[src/design/fpsc_pkg.sv]
// Package for the flash page store controller: opcodes, mode and error codes,
// status words, sizes, channel widths and the controller/datapath handshake structs.
// No dependencies.
package fpsc_pkg;

    // Sizes
    localparam int FLASH_BYTES_DEF = 131072;
    localparam int RDRAM_BYTES     = 8388608;
    localparam int PAGE_BYTES      = 128;
    localparam int PAGE_AW         = 7;
    localparam int STATUS_BYTES    = 8;

    // Channel widths
    localparam int S_TDATA_W = 152;
    localparam int S_TUSER_W = 3;
    localparam int M_TDATA_W = 96;

    // Cartridge bus base of the flash window
    localparam logic [31:0] CART_BASE = 32'h0800_0000;

    // Input item kinds (s_tuser)
    localparam logic [2:0] IN_COMMAND   = 3'd0;
    localparam logic [2:0] IN_STATUS_HI = 3'd1;
    localparam logic [2:0] IN_DMA_READ  = 3'd2;
    localparam logic [2:0] IN_DMA_WRITE = 3'd3;
    localparam logic [2:0] IN_PAGE_LOAD = 3'd4;

    // Command opcodes (top byte of the command word)
    localparam logic [7:0] OPC_SET_OFFSET   = 8'h4B;
    localparam logic [7:0] OPC_ERASE        = 8'h78;
    localparam logic [7:0] OPC_ERASE_OFFSET = 8'hA5;
    localparam logic [7:0] OPC_WRITE        = 8'hB4;
    localparam logic [7:0] OPC_EXECUTE      = 8'hD2;
    localparam logic [7:0] OPC_STATUS       = 8'hE1;
    localparam logic [7:0] OPC_READ         = 8'hF0;

    // Status words loaded by commands
    localparam logic [63:0] STAT_ERASE        = 64'h1111_8008_00C2_0000;
    localparam logic [63:0] STAT_ERASE_OFFSET = 64'h1111_8004_00C2_0000;
    localparam logic [63:0] STAT_STATUS       = 64'h1111_8001_00C2_0000;
    localparam logic [63:0] STAT_READ         = 64'h1111_8004_F000_0000;

    // Error codes
    localparam logic [2:0] ERR_OK        = 3'd0;
    localparam logic [2:0] ERR_UNKNOWN   = 3'd1;
    localparam logic [2:0] ERR_BAD_READ  = 3'd2;
    localparam logic [2:0] ERR_BAD_WRITE = 3'd3;
    localparam logic [2:0] ERR_EXEC_READ = 3'd4;
    localparam logic [2:0] ERR_RANGE     = 3'd5;

    // Operating mode
    typedef enum logic [2:0] {
        OPM_IDLE   = 3'd0,
        OPM_ERASE  = 3'd1,
        OPM_WRITE  = 3'd2,
        OPM_READ   = 3'd3,
        OPM_STATUS = 3'd4
    } opm_t;

    // Controller to datapath
    typedef struct packed {
        logic clear_en;
        logic load;
        logic commit;
        logic exec_en;
        logic rd_capture;
    } fpsc_cmd_t;

    // Datapath to controller
    typedef struct packed {
        logic clear_done;
        logic out_free;
        logic need_exec;
        logic need_rd;
        logic exec_done;
    } fpsc_stat_t;

endpackage

[src/design/fpsc_ctrl.sv]
// Controller state machine: clearing pass, item intake, decode, page execute, flash read.
// Depends on fpsc_pkg.
module fpsc_ctrl (
    input  logic                   aclk,
    input  logic                   aresetn,
    input  logic                   s_tvalid,
    output logic                   s_tready,
    input  fpsc_pkg::fpsc_stat_t   stat,
    output fpsc_pkg::fpsc_cmd_t    cmd
);

    typedef enum logic [4:0] {
        ST_CLEAR  = 5'b00001,
        ST_IDLE   = 5'b00010,
        ST_DECODE = 5'b00100,
        ST_EXEC   = 5'b01000,
        ST_RDWAIT = 5'b10000
    } state_t;

    state_t state_reg, state_next;

    always_ff @(posedge aclk) begin
        if (!aresetn) begin
            state_reg <= ST_CLEAR;
        end else begin
            state_reg <= state_next;
        end
    end

    assign s_tready = (state_reg == ST_IDLE);

    // Next state and datapath commands
    always_comb begin
        state_next = state_reg;
        cmd        = '0;
        unique case (state_reg)
            ST_CLEAR: begin
                cmd.clear_en = 1'b1;
                if (stat.clear_done) begin
                    state_next = ST_IDLE;
                end
            end
            ST_IDLE: begin
                if (s_tvalid) begin
                    cmd.load   = 1'b1;
                    state_next = ST_DECODE;
                end
            end
            ST_DECODE: begin
                // hold until the output register can take a beat
                if (stat.out_free) begin
                    cmd.commit = 1'b1;
                    if (stat.need_exec) begin
                        state_next = ST_EXEC;
                    end else if (stat.need_rd) begin
                        state_next = ST_RDWAIT;
                    end else begin
                        state_next = ST_IDLE;
                    end
                end
            end
            ST_EXEC: begin
                cmd.exec_en = 1'b1;
                if (stat.exec_done) begin
                    state_next = ST_IDLE;
                end
            end
            ST_RDWAIT: begin
                cmd.rd_capture = 1'b1;
                state_next     = ST_IDLE;
            end
            default: begin
                state_next = ST_CLEAR;
            end
        endcase
    end

endmodule

[config.mk]
export PLATFORM = sky130hd
export DESIGN_NAME = fpsc_ctrl
export DESIGN_NICKNAME = d
export VERILOG_FILES = /design/src/design/fpsc_pkg.sv /design/src/design/fpsc_ctrl.sv
export SDC_FILE = /design/constraint.sdc
export NUM_CORES = 1
export LEC_CHECK = 0
export BUFFER_PORTS_ARGS = -buffer_cell sky130_fd_sc_hd__buf_2
export CAP_MARGIN = 0
export CORE_AREA = 4 4 41 43
export CTS_BUF_LIST = sky130_fd_sc_hd__clkbuf_4 sky130_fd_sc_hd__clkbuf_8
export DETAILED_ROUTE_END_ITERATION = 10
export DIE_AREA = 0 0 45 47
export PLACE_DENSITY_LB_ADDON = 0.05
export SLEW_MARGIN = 20
export SYNTH_ARGS = -nofsm -noshare
export SYNTH_HDL_FRONTEND = slang
export SYNTH_SLANG_ARGS = --single-unit
[constraint.sdc]
create_clock -name aclk -period 1.8 [get_ports aclk]
set_clock_uncertainty 0.2 [all_clocks]
set_input_delay 0.36 -clock aclk [delete_from_list [all_inputs] [get_ports aclk]]
set_output_delay 0.36 -clock aclk [all_outputs]
set_load 0.005 [all_outputs]
==> summary.md <==
| Metric | Value |
|---|---|
| Sort of element at the start of the critical path | `register` |
| Port Buffer Count | `13` |
| Share of post-route cells with drive strength above 1 | `0.406` |
| Number of H-tree levels | `1` |
| Net Sw Power | `232 uW` |
| Most frequent standard cell in the layout excluding fill and tap cells | `sky130_fd_sc_hd__buf_2` |
| Maximum fanout along the worst path | `5` |
| Power per unit of standard cell area | `1280 nW/um^2` |
| Setup ws final | `around 0.0067 ns` |
| Register-to-register setup slack | `0.15 ns` |
| Portion of the post-synthesis area used by sequential elements | `0.288` |
| Post-Route WL | `1010 um` |
| Number of failing hold endpoints at the final stage | `0` |
| Die area | `2120 um^2` |
| Antenna Nets Post-Route | `0` |
| Final period utilization | `0.996` |
| Cell type with the highest aggregate area in the netlist | `sky130_fd_sc_hd__dfxtp_1` |
| Placed cell count | `73` |
| Util after Layout | `0.382` |
| Fin Hold WS | `0.109 ns` |
| Required arrival time at the worst endpoint | `between 1 and 1.5 ns` |
| Number of antenna repair diodes | `0` |
| Worst VDD drop | `around 0.00048 V` |
| Synthesis-stage register bit count | `5` |
| Post-synth cell types | `23` |
| Top library cells by usage in the layout, fill and taps aside | `sky130_fd_sc_hd__buf_2 (13), sky130_fd_sc_hd__nor2_1 (5), sky130_fd_sc_hd__inv_1 (4), sky130_fd_sc_hd__clkbuf_4 (4), sky130_fd_sc_hd__buf_4 (4)` |
| Combinational Power Share | `0.459` |
| Avg Inst Size Synth | `7.73 um^2` |
| Pin count of the biggest net entering global routing | `10` |
| Fin. max-slew vios | `0` |
| Clk sinks | `5` |
| Routed length per placed instance | `12.7 um` |
| Total internal power | `between 400 and 500 uW` |
| Largest cells by area after synthesis | `sky130_fd_sc_hd__dfxtp_1 (29%), sky130_fd_sc_hd__nor2_1 (6.5%), sky130_fd_sc_hd__nor3b_1 (6.5%)` |
| Post-CTS Hold Fix Bufs | `0` |
| Placed standard-cell area | `434 um^2` |
| Area Growth Syn to Fin | `42.8%` |
| Detailed Routing Iterations Pass 1 | `2` |
| Endpoint class of the critical path | `primary output` |
| Clock insertion delay at the later pin of the skew report | `around 0.25 ns` |
| Global-route wire length before repair | `between 1500 and 2000 um` |
| Horiz. Die Dim | `45 um` |
| Static leakage | `0.249 nW` |
| Clock Power Share | `0.241` |
| Number of vias per cell after detailed routing | `4.87` |
| Worst slew margin relative to its limit | `0.757` |
| Routability cong. | `about 0.72` |
| Actual slew at the worst max-slew pin | `0.359 ns` |
| Fin cells | `79` |
| Result of the run | `complete, no violations` |
| Share of total power consumed by net switching | `0.365` |
| Largest register FFs | `5` |
| Total setup violations reported at the end of the flow | `0` |
| Maximum Capacitance Violations | `0` |
| Synthesized cell area | `roughly 350 um^2` |
| Hold WC Path Type | `in -> reg` |
| Total routing resource utilization after global routing | `0.112` |
| Startpoint-to-endpoint class of the critical path | `reg -> out` |
| Number of vias after detailed routing | `between 300 and 400` |
| Design area | `497 um^2` |
| Library cell used as clock root buffer | `sky130_fd_sc_hd__clkbuf_4` |
| Max Clk Rate | `558 MHz` |
| Rows | `13` |
| Mapped Nets | `53` |
| Part of the power in registers | `0.300` |
| Post-place setup slack | `0.0962 ns` |
| CTS buffer count | `3` |
| DRT iter0 DRCs | `4` |
| Die Height | `approximately 47 um` |
| YS warnings | `0` |
| Post-synthesis instance total | `45` |
| Clock-pin slew on the worst setup and hold paths | `0.05 ns` |
| Data arrival at the endpoint of the critical path | `1.23 ns` |
| Boundary pin count | `14` |
| TritonCTS clock tree | `done` |
| Vias in the first global route | `376` |
| Starting Density | `0.267` |
| HPWL after DPL | `about 760 um` |
| Buffers from clock root to sink, at most | `2` |
| Time the worst path needs with I/O delays and setup | `1.79 ns` |
| Detailed-route DRC error count | `0` |
| Setup repair after global routing missed its margin | `yes` |
| Antenna violations before repair | `0` |
| Net count of the finished layout | `73` |
| Core box area | `1300 um^2` |
| Overall overflow remaining after global route | `0` |
| Proportion of netlist area held by the largest area contributor | `0.288` |
==> timing repair <==
action | 4_1_cts | 5_1_grt
resized for setup | 4 | 3
endpoints found under the setup margin | 3 | 5
pin swaps | 2 | 2
buffers inserted | 1 | 1
cloned | 0 | 0
==> cells in the mapped netlist <==
cell and count:
sky130_fd_sc_hd__a21o_1 1, sky130_fd_sc_hd__buf_4 1, sky130_fd_sc_hd__dfxtp_1 5, sky130_fd_sc_hd__nor3_2 1, sky130_fd_sc_hd__nor2_1 6, sky130_fd_sc_hd__o211ai_1 1, sky130_fd_sc_hd__a21oi_1 2, sky130_fd_sc_hd__inv_1 4
sky130_fd_sc_hd__a221o_1 1, sky130_fd_sc_hd__buf_2 1, sky130_fd_sc_hd__and4b_1 2, sky130_fd_sc_hd__and3_1 3, sky130_fd_sc_hd__o31ai_1 1, sky130_fd_sc_hd__o21ai_1 1, sky130_fd_sc_hd__o31a_1 1, sky130_fd_sc_hd__nand3_1 2
sky130_fd_sc_hd__o41ai_1 2, sky130_fd_sc_hd__nand2_1 2, sky130_fd_sc_hd__nand3b_1 2, sky130_fd_sc_hd__xor2_1 1, sky130_fd_sc_hd__o21ai_0 1, sky130_fd_sc_hd__nor2b_1 1, sky130_fd_sc_hd__nor3b_1 3
==> routing by layer <==
metal	up-vias	share of wire	wire, um	GRT usage
li1	204	-	-	-
met1	162	0.45	450	0.135
met2	14	0.44	441	0.172
met3	5	0.082	82	0.0230
met4	0	0.031	31	0.0877
met5	-	0	0	0
==> critical path: stages, from the launching register on <==
cell,delay [ns]
sky130_fd_sc_hd__dfxtp_4,0.36
sky130_fd_sc_hd__nor3_4,0.22
sky130_fd_sc_hd__and4b_1,0.27
sky130_fd_sc_hd__buf_2,0.13
==> final cells by class <==
| class | count | area, um^2 |
|---|---|---|
| Sequential cell | 5 | 109 |
| Clock buffer | 4 | 30.0 |
| Inverter | 4 | 15.0 |
| Multi-Input combinational cell | 34 | 229 |
| Timing Repair Buffer | 17 | 95.1 |
| Tap cell | 15 | 18.8 |
| Fill cell | 153 | 805 |
==> per-stage QoR <==
step / power (mW) / setup TNS (ns)
2_1_floorplan: 0.354 / 0
3_5_place_dp: 0.448 / 0
3_3_place_gp: 0.455 / 0
4_1_cts: 0.650 / 0
5_1_grt: 0.691 / -0.0886
6_report: 0.637 / 0
==> cells by family after synthesis <==
kind of cell           Yosys count  share of synthesized area
XOR/XNOR                         1                     0.0252
AO/OA/AOI/OAI                   11                      0.227
buffers and inverters            6                     0.0791
flip-flops                       5                      0.288
AND/OR/NAND/NOR                 22                      0.381
==> worst paths after layout <==
kind | startpoint | end | cells after the start
setup / recovery | state_reg[3] | cmd[2] | 3
hold / removal | stat[0] | state_reg[3] | 2
hold reg to reg | state_reg[3] | state_reg[3] | 2
setup reg to reg | state_reg[3] | state_reg[0] | 6
==> power by group through the flow <==
stage,Combinational (mW),Clock [mW],Sequential (mW)
floorplan,0.198,0,0.156
global placement,0.271,0,0.184
detailed placement,0.265,0,0.183
CTS,0.299,0.159,0.192
global route,0.331,0.163,0.197
finish,0.292,0.154,0.191
Power figures use the tool's default switching activity.
